`src/rtl/ttbd_pkg.sv`:
```
// shared types, codes and pixel conversion functions of the tiled texture decoder
`default_nettype none
package ttbd_pkg;

  localparam logic [3:0] FMT_I4     = 4'd0;
  localparam logic [3:0] FMT_I8     = 4'd1;
  localparam logic [3:0] FMT_RGB5A3 = 4'd5;
  localparam logic [3:0] FMT_C4     = 4'd8;
  localparam logic [3:0] FMT_C8     = 4'd9;
  localparam logic [3:0] FMT_DXT1   = 4'd14;

  localparam logic [1:0] PAL_A8     = 2'd0;
  localparam logic [1:0] PAL_RGB565 = 2'd1;
  localparam logic [1:0] PAL_RGB5A3 = 2'd2;

  localparam logic [1:0] ST_VALID   = 2'd0;
  localparam logic [1:0] ST_UNSUPP  = 2'd1;
  localparam logic [1:0] ST_OUTSIDE = 2'd2;

  localparam logic [1:0] REG_FORMAT  = 2'd0;
  localparam logic [1:0] REG_WIDTH   = 2'd1;
  localparam logic [1:0] REG_HEIGHT  = 2'd2;
  localparam logic [1:0] REG_PALFMT  = 2'd3;

  localparam logic CMD_PALETTE = 1'b0;
  localparam logic CMD_DATA    = 1'b1;

  typedef enum logic [1:0] {
    KIND_ERROR,
    KIND_PLAIN,
    KIND_PALETTE,
    KIND_DXT
  } kind_e;

  typedef struct packed {
    logic        command;
    logic [7:0]  palette_index;
    logic [15:0] palette_raw;
    logic [7:0]  data_byte;
  } in_item_t;

  typedef struct packed {
    logic [10:0] pixel_x;
    logic [10:0] pixel_y;
    logic [31:0] pixel_color;
    logic [1:0]  status;
    logic        last_of_image;
  } out_item_t;

  // one classified byte, up to four pixels
  typedef struct packed {
    kind_e            kind;
    logic [2:0]       count;      // pixels minus one
    logic [10:0]      base_x;
    logic [10:0]      base_y;
    logic [3:0][1:0]  out_flags;  // per pixel: outside, last
    logic [3:0][31:0] color;      // plain colors
    logic [3:0][7:0]  pal_idx;    // palette lookups
    logic [31:0]      endpoints;
    logic [7:0]       dxt_idx;
  } job_t;

  function automatic logic [31:0] conv_rgb5a3(input logic [15:0] c);
    logic [31:0] r;
    r = '0;
    if (c[15]) begin
      r = {c[14:10], c[14:12], c[9:5], c[9:7], c[4:0], c[4:2], 8'hFF};
    end else begin
      r = {c[11:8], c[11:8], c[7:4], c[7:4], c[3:0], c[3:0], c[14:12], c[14:12], c[14:13]};
    end
    return r;
  endfunction

  function automatic logic [31:0] conv_rgb565(input logic [15:0] c);
    return {c[15:11], c[15:13], c[10:5], c[10:9], c[4:0], c[4:2], 8'hFF};
  endfunction

  function automatic logic [31:0] grey(input logic [7:0] v);
    return {v, v, v, 8'hFF};
  endfunction

  function automatic logic [23:0] expand565(input logic [15:0] c);
    return {c[15:11], c[15:13], c[10:5], c[10:9], c[4:0], c[4:2]};
  endfunction

  // divide a value below 766 by three
  function automatic logic [7:0] div3(input logic [9:0] v);
    logic [19:0] p;
    p = 20'(v) * 20'd683;
    return p[18:11];
  endfunction

  function automatic logic [31:0] dxt_color(input logic [31:0] ep, input logic [1:0] idx);
    logic [23:0] a;
    logic [23:0] b;
    logic [23:0] m;
    logic [31:0] r;
    a = expand565(ep[31:16]);
    b = expand565(ep[15:0]);
    m = '0;
    for (int i = 0; i < 3; i++) begin
      if (ep[31:16] > ep[15:0]) begin
        if (idx == 2'd2) begin
          m[i*8 +: 8] = div3({1'b0, a[i*8 +: 8], 1'b0} + 10'(b[i*8 +: 8]));
        end else begin
          m[i*8 +: 8] = div3({1'b0, b[i*8 +: 8], 1'b0} + 10'(a[i*8 +: 8]));
        end
      end else begin
        m[i*8 +: 8] = 8'((9'(a[i*8 +: 8]) + 9'(b[i*8 +: 8])) >> 1);
      end
    end
    case (idx)
      2'd0:    r = {a, 8'hFF};
      2'd1:    r = {b, 8'hFF};
      default: r = (idx == 2'd3 && !(ep[31:16] > ep[15:0])) ? 32'h0 : {m, 8'hFF};
    endcase
    return r;
  endfunction

endpackage
`default_nettype wire

```
`src/rtl/ttbd_queue.sv`:
```
// short job queue between front and back
`default_nettype none
module ttbd_queue (
  input  wire logic          clk_i,
  input  wire logic          rst_ni,
  input  wire logic          push_i,
  input  wire ttbd_pkg::job_t data_i,
  output logic               full_o,
  input  wire logic          pop_i,
  output logic               empty_o,
  output ttbd_pkg::job_t     data_o
);
  import ttbd_pkg::*;

  job_t       mem_q [2];
  logic       wp_q, rp_q;
  logic [1:0] cnt_q;

  assign full_o  = cnt_q == 2'd2;
  assign empty_o = cnt_q == 2'd0;
  assign data_o  = mem_q[rp_q];

  always_ff @(posedge clk_i) begin
    if (push_i && !full_o) mem_q[wp_q] <= data_i;
  end

  always_ff @(posedge clk_i or negedge rst_ni) begin
    if (!rst_ni) begin
      wp_q <= 1'b0; rp_q <= 1'b0; cnt_q <= '0;
    end else begin
      if (push_i && !full_o) wp_q <= ~wp_q;
      if (pop_i && !empty_o) rp_q <= ~rp_q;
      cnt_q <= cnt_q + 2'(push_i && !full_o) - 2'(pop_i && !empty_o);
    end
  end
endmodule
`default_nettype wire

```
`config.mk`:
```
export PLATFORM = sky130hd
export DESIGN_NAME = ttbd_queue
export DESIGN_NICKNAME = d
export VERILOG_FILES = /design/src/rtl/ttbd_pkg.sv /design/src/rtl/ttbd_queue.sv
export SDC_FILE = /design/constraint.sdc
export NUM_CORES = 1
export LEC_CHECK = 0
export ABC_AREA = 1
export BUFFER_PORTS_ARGS = -buffer_cell sky130_fd_sc_hd__buf_2
export CORE_MARGIN = 1
export CORE_UTILIZATION = 25
export CTS_BUF_LIST = sky130_fd_sc_hd__clkbuf_16
export DETAILED_ROUTE_END_ITERATION = 8
export GPL_ROUTABILITY_DRIVEN = 0
export PLACE_DENSITY = 0.51
export REMOVE_ABC_BUFFERS = 1
export SYNTH_ARGS = -nofsm -noshare
export SYNTH_HDL_FRONTEND = slang
export SYNTH_SLANG_ARGS = --single-unit
```
`constraint.sdc`:
```
create_clock -name clk_i -period 16.2 [get_ports clk_i]
set_input_delay 2.43 -clock clk_i [delete_from_list [all_inputs] [get_ports clk_i]]
set_output_delay 2.43 -clock clk_i [all_outputs]
set_load 0.02 [all_outputs]
```
==> impl_metrics.csv <==
group,metric,value,unit
status,status,"finished, final reports clean",
worst_setup_path,critPathLaunchType,"register",
global_route,antenna_found_initial,4,
floorplan,rows,96,
timing,finalCritPeriodShare,35.1,%
routing,final_antenna_net_count,0,
placement,dp_hpwl,27000,microns
final_layout,fillers,6903,
global_route,grt_pass1_wl,62300,microns
yosys,synth_warnings,0,
routing,wl_met3,3050,microns
floorplan,core-area,68500,sq um
timing,setup_viol,0,
global_route,gr-usage-all-layers,11.5,%
flow_run,cap_violations,0,
timing,min_period,5.68,ns
routing,highest_layer,"met5",
worst_setup_path,cp_top_family,"buffers and inverters",
clocking,cts-root-buf,"clkbuf_16",
routing,dr_total_vias,10700,
global_route,overflow,0,
worst_setup_path,slowest_stage,"dfrtp_4",
routing,drc,0,
yosys,syn_area_per_cell,13.7,sq um
worst_setup_path,cp_num_buf_inv,3,
clocking,cts_hold_buffers,0,
timing,slew_headroom,28.7,%
floorplan,pin_count,476,
final_layout,final_layout_size_suffix_gt1_share,31.1,%
final_layout,multi_input_area,2750,sq um
timing,worst_clock_skew,0.00884,ns
clocking,cts.clk_slew.worst_paths,0.06,ns
floorplan,dieHeight,265,microns
worst_setup_path,worstPathRequired,13.77,ns
power,finalPower,0.00429,W
global_route,grt_pass1_vias,10700,
routing,route.met2.wl,21100,microns
worst_setup_path,critPathMaxStageDelay,0.86,ns
floorplan,die-area,70200,sq um
clocking,cts_resized,0,
routing,drt-wirelength-per-cell,15.8,microns
worst_setup_path,critical_path.cell_chain,"buf_4 > buf_4 > nand2_1 > nand2_1 > buf_2",
yosys,synthCells,1261,
worst_setup_path,path_max_fanout,71,
floorplan,start_util,25.2,%
timing,whs,0.486,ns
timing,max_freq,176,MHz
worst_setup_path,critPathArrivalTime,3.25,ns
timing,finalMaxSlewViolations,0,
timing,finalHoldViolCount,0,
global_route,grt_start_max_net_pins,109,
timing,setup_tns,0,ns
yosys,synth_area,17300,sq um
routing,drt_iter0_markers,524,
routing,vias_per_cell,4.02,
final_layout,layout.nets,1989,
clocking,htreeDepth,2,
routing,met1_length,17000,microns
clocking,cts_tree,"done",
routing,drt-total-wl,42100,microns
worst_setup_path,setup.worst_path.end_class,"output port",
routing,dr.pass1.iters,4,
timing,tightest_slew,1.07,ns
final_layout,syn_to_final_growth,27.8,%
floorplan,die_x,265,microns
clocking,clk_path_buf_depth,3,
timing,rsz0062_at_grt,"false",
yosys,synth_cell_types,11,
clocking,post_cts_buffers,0,
clocking,clk_latency,0.57,ns
final_layout,seqCellArea,14200,sq um
yosys,ys_ff_latch,474,
worst_setup_path,crit_type,"register to output port",
worst_setup_path,rrSetupSlack,12.88,ns
power,powerDensity,194,nW/um^2
clocking,cts_buffers,51,
power,p_leak,9.38,nW
clocking,clock_sinks,474,
worst_hold_path,hp-class,"register to register",
placement,io_buffers,475,
power,irDropWorstVdd,0.0000907,V
yosys,ys_seq_area_share,82.2,%
cell families (layout without fill, tap and decap cells):
group	after synthesis	in the layout	synth area share, %
buffers and inverters	63	584	1.91
flip-flops	474	474	82.2
other	0	2	0
adder cells (fa/ha/maj)	2	2	0.145
AND/OR/NAND/NOR	722	722	15.7
cell type report:
type | instances | area share [%]
Tap cell | 882 | 5.00
Clock buffer | 53 | 6.01
Sequential cell | 474 | 64.4
Timing Repair Buffer | 486 | 11.1
Multi-Input combinational cell | 724 | 12.4
Antenna cell | 2 | 0.0227
Inverter | 11 | 0.255
Clock inverter | 34 | 0.765
worst register-to-register path, cell delays in order (launching register included):
cell	delay, ns
dfrtp_1	0.40
nand2_1	0.12
nand2_1	0.13
nor2_4	0.09
buf_4	0.44
buf_4	0.77
buf_4	0.91
power by group:
group | leakage (nW) | internal (W) | switching [W] | total, W
sequential | 4.42 | 0.00168 | 0.0000780 | 0.00175
combinational | 4.16 | 0.000380 | 0.00110 | 0.00148
clock | 0.795 | 0.000599 | 0.000455 | 0.00105
total | 9.38 | 0.00265 | 0.00163 | 0.00429
worst paths after layout:
kind / startpoint / end / depth (start not counted)
max reg2reg: cnt_q[1]$_DFF_PN0_ / mem_q[1][142]$_DFFE_PP_ / 6
min reg2reg: wp_q$_DFFE_PN0P_ / wp_q$_DFFE_PN0P_ / 2
max: rp_q$_DFFE_PN0P_ / data_o[133] / 5
min: wp_q$_DFFE_PN0P_ / wp_q$_DFFE_PN0P_ / 2
max in group asynchronous: rst_ni / rp_q$_DFFE_PN0P_ / 1
min in group asynchronous: rst_ni / wp_q$_DFFE_PN0P_ / 1
synthesized netlist by cell type:
cell	instances	area share, %
edfxtp_1	470	82
nor2_1	1	0.022
clkbuf_1	3	0.065
buf_2	36	1.0
dfrtp_1	4	0.58
inv_1	10	0.22
ha_1	2	0.14
nand2_1	718	16
inv_2	1	0.022
nand3_1	3	0.087
buf_4	13	0.56
metrics by stage:
step	util (%)	cell area, sq um	setup slack, ns	instances
final	32.3	22100	10.52	2666
after global routing	32.3	22100	10.25	2665
after CTS	32.2	22100	10.43	2664
after detailed placement	30.1	20600	10.79	2577
after global placement	30.1	20600	10.81	2577
after floorplan	-	17000	3.12	1209
placed cells by master (no fill, tap or decap):
cell and instances:
buf_2 475, buf_4 11, bufinv_16 1, clkbuf_16 53, clkinv_1 8, clkinv_2 9, clkinvlp_4 1, dfrtp_1 3
dfrtp_4 1, diode_2 2, edfxtp_1 470, ha_1 2, inv_1 24, inv_8 2, nand2_1 718, nand3_1 3
nor2_4 1
flip-flops by register name, indices dropped and copies added (netlist names):
signal / count
wp_q: 1
rp_q: 1
cnt_q: 2
mem_q: 470
layer usage:
layer | up-vias | track usage (%)
met4 | 4 | 3.70
met1 | 5102 | 13.5
li1 | 5232 | -
met5 | - | 0
met3 | 67 | 3.77
met2 | 316 | 19.8
Power figures use the tool's default switching activity.
