**src/rtl/ttbd_pkg.sv**
```systemverilog
// shared types, codes and pixel conversion functions of the tiled texture decoder
`default_nettype none
package ttbd_pkg;

  localparam logic [3:0] FMT_I4     = 4'd0;
  localparam logic [3:0] FMT_I8     = 4'd1;
  localparam logic [3:0] FMT_RGB5A3 = 4'd5;
  localparam logic [3:0] FMT_C4     = 4'd8;
  localparam logic [3:0] FMT_C8     = 4'd9;
  localparam logic [3:0] FMT_DXT1   = 4'd14;

  localparam logic [1:0] PAL_A8     = 2'd0;
  localparam logic [1:0] PAL_RGB565 = 2'd1;
  localparam logic [1:0] PAL_RGB5A3 = 2'd2;

  localparam logic [1:0] ST_VALID   = 2'd0;
  localparam logic [1:0] ST_UNSUPP  = 2'd1;
  localparam logic [1:0] ST_OUTSIDE = 2'd2;

  localparam logic [1:0] REG_FORMAT  = 2'd0;
  localparam logic [1:0] REG_WIDTH   = 2'd1;
  localparam logic [1:0] REG_HEIGHT  = 2'd2;
  localparam logic [1:0] REG_PALFMT  = 2'd3;

  localparam logic CMD_PALETTE = 1'b0;
  localparam logic CMD_DATA    = 1'b1;

  typedef enum logic [1:0] {
    KIND_ERROR,
    KIND_PLAIN,
    KIND_PALETTE,
    KIND_DXT
  } kind_e;

  typedef struct packed {
    logic        command;
    logic [7:0]  palette_index;
    logic [15:0] palette_raw;
    logic [7:0]  data_byte;
  } in_item_t;

  typedef struct packed {
    logic [10:0] pixel_x;
    logic [10:0] pixel_y;
    logic [31:0] pixel_color;
    logic [1:0]  status;
    logic        last_of_image;
  } out_item_t;

  // one classified byte, up to four pixels
  typedef struct packed {
    kind_e            kind;
    logic [2:0]       count;      // pixels minus one
    logic [10:0]      base_x;
    logic [10:0]      base_y;
    logic [3:0][1:0]  out_flags;  // per pixel: outside, last
    logic [3:0][31:0] color;      // plain colors
    logic [3:0][7:0]  pal_idx;    // palette lookups
    logic [31:0]      endpoints;
    logic [7:0]       dxt_idx;
  } job_t;

  function automatic logic [31:0] conv_rgb5a3(input logic [15:0] c);
    logic [31:0] r;
    r = '0;
    if (c[15]) begin
      r = {c[14:10], c[14:12], c[9:5], c[9:7], c[4:0], c[4:2], 8'hFF};
    end else begin
      r = {c[11:8], c[11:8], c[7:4], c[7:4], c[3:0], c[3:0], c[14:12], c[14:12], c[14:13]};
    end
    return r;
  endfunction

  function automatic logic [31:0] conv_rgb565(input logic [15:0] c);
    return {c[15:11], c[15:13], c[10:5], c[10:9], c[4:0], c[4:2], 8'hFF};
  endfunction

  function automatic logic [31:0] grey(input logic [7:0] v);
    return {v, v, v, 8'hFF};
  endfunction

  function automatic logic [23:0] expand565(input logic [15:0] c);
    return {c[15:11], c[15:13], c[10:5], c[10:9], c[4:0], c[4:2]};
  endfunction

  // divide a value below 766 by three
  function automatic logic [7:0] div3(input logic [9:0] v);
    logic [19:0] p;
    p = 20'(v) * 20'd683;
    return p[18:11];
  endfunction

  function automatic logic [31:0] dxt_color(input logic [31:0] ep, input logic [1:0] idx);
    logic [23:0] a;
    logic [23:0] b;
    logic [23:0] m;
    logic [31:0] r;
    a = expand565(ep[31:16]);
    b = expand565(ep[15:0]);
    m = '0;
    for (int i = 0; i < 3; i++) begin
      if (ep[31:16] > ep[15:0]) begin
        if (idx == 2'd2) begin
          m[i*8 +: 8] = div3({1'b0, a[i*8 +: 8], 1'b0} + 10'(b[i*8 +: 8]));
        end else begin
          m[i*8 +: 8] = div3({1'b0, b[i*8 +: 8], 1'b0} + 10'(a[i*8 +: 8]));
        end
      end else begin
        m[i*8 +: 8] = 8'((9'(a[i*8 +: 8]) + 9'(b[i*8 +: 8])) >> 1);
      end
    end
    case (idx)
      2'd0:    r = {a, 8'hFF};
      2'd1:    r = {b, 8'hFF};
      default: r = (idx == 2'd3 && !(ep[31:16] > ep[15:0])) ? 32'h0 : {m, 8'hFF};
    endcase
    return r;
  endfunction

endpackage
`default_nettype wire

```
**src/rtl/ttbd_front.sv**
```systemverilog
// front end: configuration registers, palette loads, stream position and byte classification
`default_nettype none
module ttbd_front #(
  parameter int MaxDimension = 1024,
  parameter int PaletteDepth = 256
) (
  input  wire logic              clk_i,
  input  wire logic              rst_ni,
  input  wire logic              psel,
  input  wire logic              penable,
  input  wire logic              pwrite,
  input  wire logic [3:0]        paddr,
  input  wire logic [31:0]       pwdata,
  output logic      [31:0]       prdata,
  input  wire logic              push_i,
  input  wire ttbd_pkg::in_item_t in_i,
  output logic                   accept_o,
  input  wire logic              job_full_i,
  input  wire logic              job_empty_i,
  output logic                   job_push_o,
  output ttbd_pkg::job_t         job_o,
  output logic                   pal_we_o,
  output logic [7:0]             pal_waddr_o,
  output logic [31:0]            pal_wdata_o
);
  import ttbd_pkg::*;

  logic [3:0]  fmt_q;
  logic [10:0] width_q, height_q;
  logic [1:0]  palfmt_q;
  logic [10:0] tcol_q, tcol_d, trow_q, trow_d;
  logic [4:0]  byte_q, byte_d;
  logic [7:0]  held_q, held_d;
  logic [31:0] ep_q, ep_d;

  logic cfg_wr;
  logic [1:0] reg_idx;
  assign cfg_wr  = psel && penable && pwrite;
  assign reg_idx = paddr[3:2];

  always_comb begin
    case (reg_idx)
      REG_FORMAT: prdata = {28'd0, fmt_q};
      REG_WIDTH:  prdata = {21'd0, width_q};
      REG_HEIGHT: prdata = {21'd0, height_q};
      default:    prdata = {30'd0, palfmt_q};
    endcase
  end

  logic ok, is_data;
  logic [4:0] tw, th;
  logic [10:0] bx, by;
  logic [2:0] npix;

  assign is_data  = in_i.command == CMD_DATA;
  // a palette load waits until every queued byte has done its palette reads
  assign accept_o = push_i && (is_data ? !job_full_i : job_empty_i);

  always_comb begin
    ok = (fmt_q == FMT_I4) || (fmt_q == FMT_I8) || (fmt_q == FMT_RGB5A3) ||
         (fmt_q == FMT_C4) || (fmt_q == FMT_C8) || (fmt_q == FMT_DXT1);
    if (width_q == 11'd0 || height_q == 11'd0 ||
        32'(width_q) > MaxDimension || 32'(height_q) > MaxDimension) ok = 1'b0;
    if (fmt_q == FMT_DXT1 && (width_q[1:0] != 2'd0 || height_q[1:0] != 2'd0)) ok = 1'b0;
    if (fmt_q == FMT_I8 || fmt_q == FMT_C8) begin
      tw = 5'd8; th = 5'd4;
    end else if (fmt_q == FMT_RGB5A3) begin
      tw = 5'd4; th = 5'd4;
    end else begin
      tw = 5'd8; th = 5'd8;
    end
  end

  always_comb begin
    logic [7:0] d;
    logic [10:0] px, py;
    logic last_tile;
    d = in_i.data_byte;
    job_o = '0;
    bx = tcol_q;
    by = trow_q;
    npix = 3'd0;
    held_d = held_q;
    ep_d = ep_q;
    case (fmt_q)
      FMT_I4, FMT_C4: begin
        bx = tcol_q + {8'd0, byte_q[1:0], 1'b0};
        by = trow_q + {8'd0, byte_q[4:2]};
        npix = 3'd2;
        job_o.kind = (fmt_q == FMT_I4) ? KIND_PLAIN : KIND_PALETTE;
        job_o.color[0] = grey({d[7:4], d[7:4]});
        job_o.color[1] = grey({d[3:0], d[3:0]});
        job_o.pal_idx[0] = {4'd0, d[7:4]};
        job_o.pal_idx[1] = {4'd0, d[3:0]};
      end
      FMT_I8, FMT_C8: begin
        bx = tcol_q + {8'd0, byte_q[2:0]};
        by = trow_q + {9'd0, byte_q[4:3]};
        npix = 3'd1;
        job_o.kind = (fmt_q == FMT_I8) ? KIND_PLAIN : KIND_PALETTE;
        job_o.color[0] = grey(d);
        job_o.pal_idx[0] = d;
      end
      FMT_RGB5A3: begin
        bx = tcol_q + {9'd0, byte_q[2:1]};
        by = trow_q + {9'd0, byte_q[4:3]};
        job_o.kind = KIND_PLAIN;
        job_o.color[0] = conv_rgb5a3({held_q, d});
        if (!byte_q[0]) begin
          held_d = d;
        end else begin
          npix = 3'd1;
        end
      end
      default: begin
        bx = tcol_q + {8'd0, byte_q[3], 2'd0};
        by = trow_q + {8'd0, byte_q[4], byte_q[1:0]};
        job_o.kind = KIND_DXT;
        if (!byte_q[2]) begin
          ep_d = {ep_q[23:0], d};
        end else begin
          npix = 3'd4;
        end
      end
    endcase
    job_o.endpoints = ep_q;
    job_o.dxt_idx = d;
    last_tile = (byte_q == 5'd31) && (12'(tcol_q) + 12'(tw) >= 12'(width_q)) &&
                (12'(trow_q) + 12'(th) >= 12'(height_q));
    job_o.base_x = bx;
    job_o.base_y = by;
    job_o.count = npix - 3'd1;
    for (int k = 0; k < 4; k++) begin
      px = bx + 11'(k);
      py = by;
      job_o.out_flags[k] = {(px >= width_q) || (py >= height_q),
                            last_tile && (3'(k) == npix - 3'd1)};
    end
    if (!ok) begin
      job_o = '0;
      job_o.kind = KIND_ERROR;
    end
  end

  logic data_go;
  assign data_go = accept_o && is_data;
  assign job_push_o = data_go && (!ok || npix != 3'd0);

  always_comb begin
    logic [11:0] nc, nr;
    tcol_d = tcol_q;
    trow_d = trow_q;
    byte_d = byte_q;
    nc = 12'(tcol_q) + 12'(tw);
    nr = 12'(trow_q) + 12'(th);
    if (data_go && ok) begin
      byte_d = byte_q + 5'd1;
      if (byte_q == 5'd31) begin
        if (nc >= 12'(width_q)) begin
          tcol_d = '0;
          trow_d = (nr >= 12'(height_q)) ? 11'd0 : nr[10:0];
        end else begin
          tcol_d = nc[10:0];
        end
      end
    end
    if (cfg_wr && reg_idx != REG_PALFMT) begin
      tcol_d = '0; trow_d = '0; byte_d = '0;
    end
  end

  always_ff @(posedge clk_i or negedge rst_ni) begin
    if (!rst_ni) begin
      fmt_q <= FMT_I4; width_q <= 11'd8; height_q <= 11'd8; palfmt_q <= PAL_A8;
      tcol_q <= '0; trow_q <= '0; byte_q <= '0; held_q <= '0; ep_q <= '0;
    end else begin
      tcol_q <= tcol_d; trow_q <= trow_d; byte_q <= byte_d;
      if (data_go && ok) begin
        held_q <= held_d; ep_q <= ep_d;
      end
      if (cfg_wr) begin
        case (reg_idx)
          REG_FORMAT: fmt_q <= pwdata[3:0];
          REG_WIDTH:  width_q <= pwdata[10:0];
          REG_HEIGHT: height_q <= pwdata[10:0];
          default:    palfmt_q <= pwdata[1:0];
        endcase
      end
    end
  end

  // palette loads convert on the way in
  always_comb begin
    logic [15:0] r;
    r = in_i.palette_raw;
    pal_waddr_o = in_i.palette_index;
    pal_we_o = accept_o && !is_data && 32'(in_i.palette_index) < PaletteDepth &&
               palfmt_q != 2'd3;
    case (palfmt_q)
      PAL_A8:     pal_wdata_o = {r[7:0], r[7:0], r[7:0], r[7:0]};
      PAL_RGB565: pal_wdata_o = conv_rgb565(r);
      default:    pal_wdata_o = conv_rgb5a3(r);
    endcase
  end

endmodule
`default_nettype wire

```
**config.mk**
```make
export PLATFORM = sky130hd
export DESIGN_NAME = ttbd_front
export DESIGN_NICKNAME = d
export VERILOG_FILES = /design/src/rtl/ttbd_pkg.sv /design/src/rtl/ttbd_front.sv
export SDC_FILE = /design/constraint.sdc
export NUM_CORES = 1
export LEC_CHECK = 0
export BUFFER_PORTS_ARGS = -buffer_cell sky130_fd_sc_hd__buf_2
export CORE_UTILIZATION = 30
export CTS_CLUSTER_DIAMETER = 30
export DETAILED_ROUTE_END_ITERATION = 6
export PLACE_DENSITY = 0.62
export RECOVER_POWER = 100
export SKIP_CTS_REPAIR_TIMING = 1
export SYNTH_ARGS = -nofsm -noshare
export SYNTH_HDL_FRONTEND = slang
export SYNTH_SLANG_ARGS = --single-unit
```
**constraint.sdc**
```tcl
create_clock -name clk_i -period 10.3 [get_ports clk_i]
set_input_delay 0.515 -clock clk_i [delete_from_list [all_inputs] [get_ports clk_i]]
set_output_delay 0.515 -clock clk_i [all_outputs]
set_load 0.01 [all_outputs]
```
==> impl_metrics.env, run 1 <==
export IMPL_overflow=0
export IMPL_initial_core_util=0.3071
export IMPL_path_buf_inv=3
export IMPL_grt_pass1_vias=8411
export IMPL_cp_required_ns=9.79
export IMPL_swShare=0.4392
export IMPL_wl_per_cell_um=17.15
export IMPL_htree_levels=3
export IMPL_ctsRootBufferMaster="clkbuf_16"
export IMPL_drc=0
export IMPL_hold_path_class="in -> reg"
export IMPL_syn_inst=1245
export IMPL_status="complete, but fails checks"
export IMPL_area_delta_synth_final_pct=7.020
export IMPL_nets=1557
export IMPL_p_seq_frac=0.318
export IMPL_relSlewSlack=-1.073
export IMPL_cts_tree="built"
export IMPL_yosysWarnings=0
export IMPL_postRouteAntennaNets=0
export IMPL_grt_pass1_wl_um=48380
export IMPL_cts_made_buffers=9
export IMPL_tns_ns=0
export IMPL_drive_gt1_frac=0.1057
export IMPL_dp_hpwl_um=24640
export IMPL_grt_max_degree=66
export IMPL_violations="capacitance limit, slew limit"
export IMPL_routabilityCongestion=0.8801
export IMPL_io_pins=387
export IMPL_power_uw=1485
export IMPL_clock_tree_buffer_depth=2
export IMPL_finalClockSkew_ns=0.004663
export IMPL_die_area_um2=35330
export IMPL_synthFlopType="dfrtp_1"
export IMPL_coreArea_um2=33780
export IMPL_rr_endpoint="ep_q[28]"
export IMPL_synthArstFlopShare=1.000
export IMPL_fmax_mhz=154.4
export IMPL_p_leak_uw=0.005237
export IMPL_crit_family="compound AO/OA/AOI/OAI gates"
export IMPL_path_clk_slew_ns=0.07
export IMPL_ir_drop_v=0.00007088
export IMPL_switchingPower_uw=652.2
export IMPL_synth_avg_cell_area_um2=8.332
export IMPL_end_kind="output pin"
export IMPL_clock_latency_ns=0.35
export IMPL_r2r_setup_slack_ns=4.01
export IMPL_cp_slowest_cell="a21oi_1"
export IMPL_crit_cells=16
export IMPL_synthDistinctLibCells=78
export IMPL_post_route_min_period_ns=6.475
export IMPL_cp_cell_sequence="nand2b_4 -> a21oi_1 -> clkinv_1 -> o2111ai_1 -> o211ai_1 -> inv_1 -> o21ai_1 -> nor3_1 -> xor2_1 -> ha_1 -> o21a_1 -> o21a_1 -> a221o_1 -> a31oi_1 -> a21oi_1 -> clkbuf_1"
export IMPL_rsz0062_at_grt="no"
export IMPL_fin_crit_sh=0.6286
export IMPL_antenna_cells=0
export IMPL_setup_viol=0
export IMPL_synth_area_um2=10370
export IMPL_cts_sinks=91
export IMPL_routed_wl_um=31540
export IMPL_ff2ff_path_depth=8
export IMPL_critPathMaxFanout=15
export IMPL_worstPathArrival_ns=5.96
export IMPL_row_count=67
export IMPL_synth_enable_flop_cells=0
export IMPL_endpoint="job_o[205]"
export IMPL_avgViaCountPerCell=5.002
export IMPL_utilization=0.3286
export IMPL_drt_iter0_markers=610
export IMPL_regToRegStartpoint="fmt_q[0]"
export IMPL_fp_dieH_um=188.0
export IMPL_pwr_share_comb=0.455
export IMPL_antenna_found_initial=0
export IMPL_first_pass_iters=4
export IMPL_tightest_slew_ns=3.110
export IMPL_seq_area_frac_synth=0.2198
export IMPL_die_w_um=188.0
export IMPL_ys_ff_latch=91
export IMPL_setup_worst_path_start="fmt_q[0]"
export IMPL_final_max_slew_viol_count=310
export IMPL_vias=9198
export IMPL_power_density_nw_per_um2=133.8
export IMPL_grtUsageTotal=0.1738
export IMPL_internal_power_uw=832.8
export IMPL_clkPwrFrac=0.226
export IMPL_startpoint_type="register"
export IMPL_cp_slowest_stage_delay_ns=0.94
export IMPL_critPathKind="reg -> out"
export IMPL_hold_viol=0
export IMPL_io_buffers=242
export IMPL_cap_violations=7
-- cell families after synthesis --
kind of cell / count (synthesis) / share of synthesized area
adder cells (fa/ha/maj): 94 / 0.1148
buffers and inverters: 264 / 0.1527
AND/OR/NAND/NOR: 388 / 0.1980
XOR/XNOR: 53 / 0.04475
other: 1 / 0.0003615
AO/OA/AOI/OAI: 273 / 0.1704
multiplexers: 81 / 0.09914
flip-flops: 91 / 0.2198
-- metal layers --
metal | vias up | global-route usage | share of wire
met5 | - | 0 | 0
li1 | 4387 | - | -
met4 | 0 | 0.05879 | 0.030
met3 | 51 | 0.03388 | 0.066
met1 | 4332 | 0.2138 | 0.42
met2 | 428 | 0.3016 | 0.48
-- layout by cell type (no fill, tap or decap), drive strengths merged, types with 3 or more instances in the layout --
| master | count |
|---|---|
| a211oi | 13 |
| a21boi | 3 |
| a21o | 19 |
| a21oi | 76 |
| a221oi | 4 |
| a22o | 22 |
| a22oi | 3 |
| a31oi | 13 |
| a41oi | 3 |
| and2 | 84 |
| and3 | 11 |
| and4 | 4 |
| buf | 81 |
| clkbuf | 177 |
| clkinv | 4 |
| conb | 106 |
| dfrtp | 89 |
| ha | 92 |
| inv | 41 |
| mux2 | 64 |
| mux2i | 15 |
| nand2 | 87 |
| nand2b | 17 |
| nand3 | 21 |
| nand4 | 17 |
| nor2 | 67 |
| nor2b | 29 |
| nor3 | 22 |
| nor3b | 6 |
| nor4 | 6 |
| o211ai | 9 |
| o21a | 7 |
| o21ai | 71 |
| o31ai | 7 |
| or2 | 5 |
| or3 | 7 |
| xnor2 | 31 |
| xor2 | 22 |
-- registers in the layout (all words and copies together), names as in the netlist --
| signal | flops |
|---|---|
| ep_q | 32 |
| height_q | 11 |
| width_q | 11 |
| tcol_q | 9 |
| trow_q | 9 |
| held_q | 8 |
| byte_q | 5 |
| fmt_q | 4 |
| palfmt_q | 2 |
-- through the flow --
step                hold slack [ns]  instance area, µm²  instances  setup slack (ns)
floorplan                    0.2194               10770       1350             5.570
finish                       0.3919               11100       1839             3.825
global route                 0.4023               11100       1839             3.437
global placement             0.4880               11180       1823             4.445
detailed placement           0.4879               11180       1823             4.444
CTS                          0.1285               11480       1839             4.045
-- worst register-to-register path, delay by kind of cell, from the launching register on --
kind,cells,cell delay (ns)
AO/OA/AOI/OAI,2,1.10
buffers and inverters,1,1.64
AND/OR/NAND/NOR,4,2.02
flip-flops,1,0.85
multiplexers,1,0.57
-- how the worst min path moves through the flow --
stage | from | end | slack, ns | cells past startpoint
finish | pwdata[9] | width_q[9] | 0.39 | 3
global route | pwdata[6] | height_q[6] | 0.40 | 3
CTS | rst_ni | ep_q[18] | 0.13 | 1
detailed placement | ep_q[29] | ep_q[29] | 0.49 | 1
global placement | ep_q[31] | ep_q[31] | 0.49 | 1
floorplan | rst_ni | byte_q[0] | 0.22 | 0
-- area by class of cell --
type                    instances  area, µm²
fillers                      3673      22680
multi-input cells             995       6771
repair buffers                249       1041
inverters                      40      150.1
well taps                     448      560.5
clock buffers                   9      225.2
flip-flops and latches         91       2280
clock inverters                 7      73.82
-- power by group through the flow --
stage          sequential, µW  clock (µW)  combinational, µW
2_1_floorplan             440           0                540
3_3_place_gp              477           0                689
3_5_place_dp              479           0                703
4_1_cts                   472         347                707
5_1_grt                   481         360                752
6_report                  473         336                676
-- cell usage after synthesis (5+ instances only) --
| cell type | instances | share of area |
|---|---|---|
| a211oi_1 | 13 | 0.0094 |
| a21o_1 | 19 | 0.014 |
| a21oi_1 | 74 | 0.036 |
| a22o_1 | 22 | 0.019 |
| a31oi_1 | 13 | 0.0078 |
| and2_1 | 83 | 0.050 |
| and3_1 | 11 | 0.0066 |
| buf_1 | 6 | 0.0022 |
| buf_2 | 9 | 0.0043 |
| buf_4 | 149 | 0.11 |
| clkbuf_1 | 57 | 0.021 |
| dfrtp_1 | 89 | 0.21 |
| ha_1 | 92 | 0.11 |
| inv_1 | 38 | 0.014 |
| mux2_2 | 32 | 0.035 |
| mux2_4 | 30 | 0.043 |
| mux2i_1 | 15 | 0.014 |
| nand2_1 | 86 | 0.031 |
| nand2b_1 | 16 | 0.0096 |
| nand3_1 | 21 | 0.010 |
| nand4_1 | 16 | 0.0096 |
| nor2_1 | 66 | 0.024 |
| nor2b_1 | 29 | 0.017 |
| nor3_1 | 22 | 0.011 |
| nor3b_1 | 6 | 0.0043 |
| nor4_1 | 5 | 0.0030 |
| o211ai_1 | 8 | 0.0058 |
| o21a_1 | 7 | 0.0051 |
| o21ai_0 | 70 | 0.034 |
| o31ai_1 | 7 | 0.0051 |
| or2_2 | 5 | 0.0030 |
| or3_1 | 7 | 0.0042 |
| xnor2_1 | 31 | 0.026 |
| xor2_1 | 22 | 0.019 |
(Power assumes the default switching activity.)
==> run 2, diff against run 1 <==
--- a/config.mk
+++ b/config.mk
@@ -5,6 +5,7 @@
 export SDC_FILE = /design/constraint.sdc
 export NUM_CORES = 1
 export LEC_CHECK = 0
+export ABC_AREA = 1
 export BUFFER_PORTS_ARGS = -buffer_cell sky130_fd_sc_hd__buf_2
 export CORE_UTILIZATION = 30
 export CTS_CLUSTER_DIAMETER = 30
==> constraint.sdc (replaced) <==
create_clock -name clk_i -period 6.6 [get_ports clk_i]
set_input_delay 0.33 -clock clk_i [delete_from_list [all_inputs] [get_ports clk_i]]
set_output_delay 0.33 -clock clk_i [all_outputs]
set_load 0.01 [all_outputs]
==> run 2 against run 1 <==
  * The flow still finishes with violations (capacitance limit, slew limit)
  * Routed wire length rose by 6.0%
  * Sequential share of layout area fell by 0.28 points
  * Setup slack got worse by 3.0 ns
  * Utilization rose by 0.37 points
  * Critical path depth fell by 4
  * Flip-flop and latch count did not move
  * Sequential power rose by 62%
  * Clock power rose by 62%
  * Die area rose by 0.75%
  * Critical path type unchanged
  * Highest routed layer unchanged
==> impl_metrics.env, run 2 <==
export IMPL_layout_cells_non_filler=2211
export IMPL_startpoint_type="register"
export IMPL_htree_levels=3
export IMPL_coreArea_um2=33870
export IMPL_drt_iter0_markers=734
export IMPL_syn_inst=1589
export IMPL_routed_wl_um=33440
export IMPL_yosysMostFrequentCell="nand2_1"
export IMPL_die_w_um=188.7
export IMPL_fp_dieH_um=188.7
export IMPL_cap_violations=2
export IMPL_cp_slowest_cell="clkinvlp_2"
export IMPL_clock_latency_ns=0.36
export IMPL_row_count=67
export IMPL_fillers=3896
export IMPL_relSlewSlack=-1.405
export IMPL_grt_pass1_vias=9479
export IMPL_violations="capacitance limit, slew limit"
export IMPL_drc=0
export IMPL_cp_cell_sequence="clkinvlp_2 -> nand2_1 -> nand2_1 -> nor2_1 -> nor2_1 -> nand3_1 -> nor2_2 -> clkbuf_1 -> clkinvlp_2 -> buf_12 -> nor3_1 -> clkbuf_1"
export IMPL_drive_gt1_frac=0.05842
export IMPL_critPathKind="reg -> out"
export IMPL_post_route_min_period_ns=5.809
export IMPL_cp_required_ns=6.27
export IMPL_synth_enable_flop_cells=0
export IMPL_routabilityCongestion=0.9329
export IMPL_path_clk_slew_ns=0.07
export IMPL_tns_ns=0
export IMPL_ctsRootBufferMaster="clkbuf_16"
export IMPL_grtUsageTotal=0.1842
export IMPL_clock_tree_buffer_depth=2
export IMPL_cp_slowest_stage_delay_ns=1.12
export IMPL_initial_core_util=0.3086
export IMPL_cts_tree="built"
export IMPL_synthArstFlopShare=1.000
export IMPL_first_pass_iters=5
export IMPL_critPathMaxFanout=82
export IMPL_io_pins=387
export IMPL_hold_path_class="in -> reg"
export IMPL_layout_commonest_cell="nand2_1"
export IMPL_finalClockSkew_ns=0.01000
export IMPL_layout_common_cells="nand2_1 (340), inv_1 (204), clkbuf_1 (199)"
export IMPL_dp_cells=2194
export IMPL_yosysWarnings=0
export IMPL_wl_per_cell_um=15.13
export IMPL_final_max_slew_viol_count=94
export IMPL_reg_top3="ep_q (32), height_q (11), width_q (11)"
export IMPL_io_buffers=242
export IMPL_end_kind="output pin"
export IMPL_synth_area_leader_cell="dfrtp_1"
export IMPL_dp_hpwl_um=26650
export IMPL_p_leak_uw=0.005742
export IMPL_cts_made_buffers=9
export IMPL_nets=1929
export IMPL_antenna_found_initial=1
export IMPL_utilization=0.3323
export IMPL_power_density_nw_per_um2=286.3
export IMPL_fmax_mhz=172.2
export IMPL_hold_viol=0
export IMPL_grt_pass1_wl_um=51420
export IMPL_status="complete, but fails checks"
export IMPL_avgViaCountPerCell=4.743
export IMPL_multi_input_area_um2=6296
export IMPL_synthDistinctLibCells=49
export IMPL_synth_avg_cell_area_um2=6.578
export IMPL_rsz0062_at_grt="no"
export IMPL_vias=10490
export IMPL_synthFlopType="dfrtp_1"
export IMPL_worstPathArrival_ns=5.48
export IMPL_seqCellArea_um2=2280
export IMPL_seq_area_frac_synth=0.2181
export IMPL_cts_sinks=91
export IMPL_die_area_um2=35590
export IMPL_synth_area_um2=10450
export IMPL_ys_ff_latch=91
export IMPL_postRouteAntennaNets=0
export IMPL_top_register="ep_q"
export IMPL_fin_crit_sh=0.8801
export IMPL_area_delta_synth_final_pct=7.673
export IMPL_setup_viol=0
export IMPL_synthTopCellsByArea="dfrtp_1 (21%), nand2_1 (12%), buf_4 (11%), ha_1 (11%), inv_1 (7.3%)"
export IMPL_ir_drop_v=0.0001276
export IMPL_yosys_top_cells_count="nand2_1 (337), inv_1 (204), nor2_1 (195), buf_4 (155), nand3_1 (121)"
export IMPL_grt_max_degree=83
export IMPL_tightest_slew_ns=3.608
export IMPL_overflow=0
export IMPL_antenna_cells=0
export IMPL_largest_reg_flops=32
export IMPL_synth_top_area_share=0.2131
## run 2: cell types whose count changed in the layout (fill, tap and decap cells not counted), sizes merged, moves of 17 or more
cell	change
nand2b	-17
clkbuf	+33
nand2	+261
mux2	-64
nor2b	-29
nand3	+105
a21o	-17
buf	-34
nor2	+139
inv	+168
xnor2	-28
o21ai	+66
and2	-83
a22o	-22
## run 2: critical path: cells and delay by family, from the launching register on
kind / cells / cell delay, ns
and+or+nand+nor: 7 / 1.76
buffers and inverters: 5 / 2.76
DFF: 1 / 0.53
## run 2: cell families (layout without fill, tap and decap cells)
logic type,after synthesis,after routing,synth area share
AOI/OAI and AO/OA,249,249,0.1351
xor gates and xnor gates,30,30,0.02514
adders and majority gates,94,94,0.1140
buffers and inverters,406,475,0.2091
DFF,91,91,0.2181
other,1,106,0.0003588
and+or+nand+nor,718,718,0.2982
## run 2: per-layer routing
layer / GRT usage / part of all wire
met1: 0.2382 / 0.44
met2: 0.3128 / 0.47
met3: 0.03092 / 0.066
met4: 0.05304 / 0.018
met5: 0 / 0
## run 2: worst paths after layout
| path | start | to | slack [ns] | cells after the start |
|---|---|---|---|---|
| max | fmt_q[1] | job_o[46] | 0.79 | 12 |
| min | pwdata[8] | width_q[8] | 0.24 | 3 |
| max reg2reg | fmt_q[1] | tcol_q[6] | 1.57 | 20 |
| min reg2reg | ep_q[8] | ep_q[8] | 0.48 | 2 |
| max in group asynchronous | rst_ni | width_q[4] | 1.53 | 3 |
| min in group asynchronous | rst_ni | ep_q[25] | 0.92 | 2 |
## run 2: power breakdown
group / internal (µW) / switching (µW)
Combinational: 594 / 1320
Clock: 317 / 227
Sequential: 658 / 106
Total: 1570 / 1650
## run 2: final cells by class
class                           instances  share of cell area
Clock buffer                           12             0.02279
Clock inverter                          4            0.004892
Inverter                              213             0.07137
Multi-Input combinational cell       1197              0.5594
Sequential cell                        91              0.2026
Tap cell                              448             0.04981
Timing Repair Buffer                  246             0.08916
## run 2: through the flow
| step | hold WS [ns] | power, µW | setup slack (ns) | cell area, µm² |
|---|---|---|---|---|
| finish | 0.2409 | 3222 | 0.7914 | 11250 |
| global route | 0.2308 | 3525 | 0.3691 | 11250 |
| CTS | -0.1174 | 3317 | 1.182 | 11590 |
| detailed placement | 0.2796 | 2757 | 1.593 | 11270 |
| global placement | 0.2807 | 2717 | 1.693 | 11270 |
| floorplan | 0.03441 | 2215 | 2.671 | 10850 |
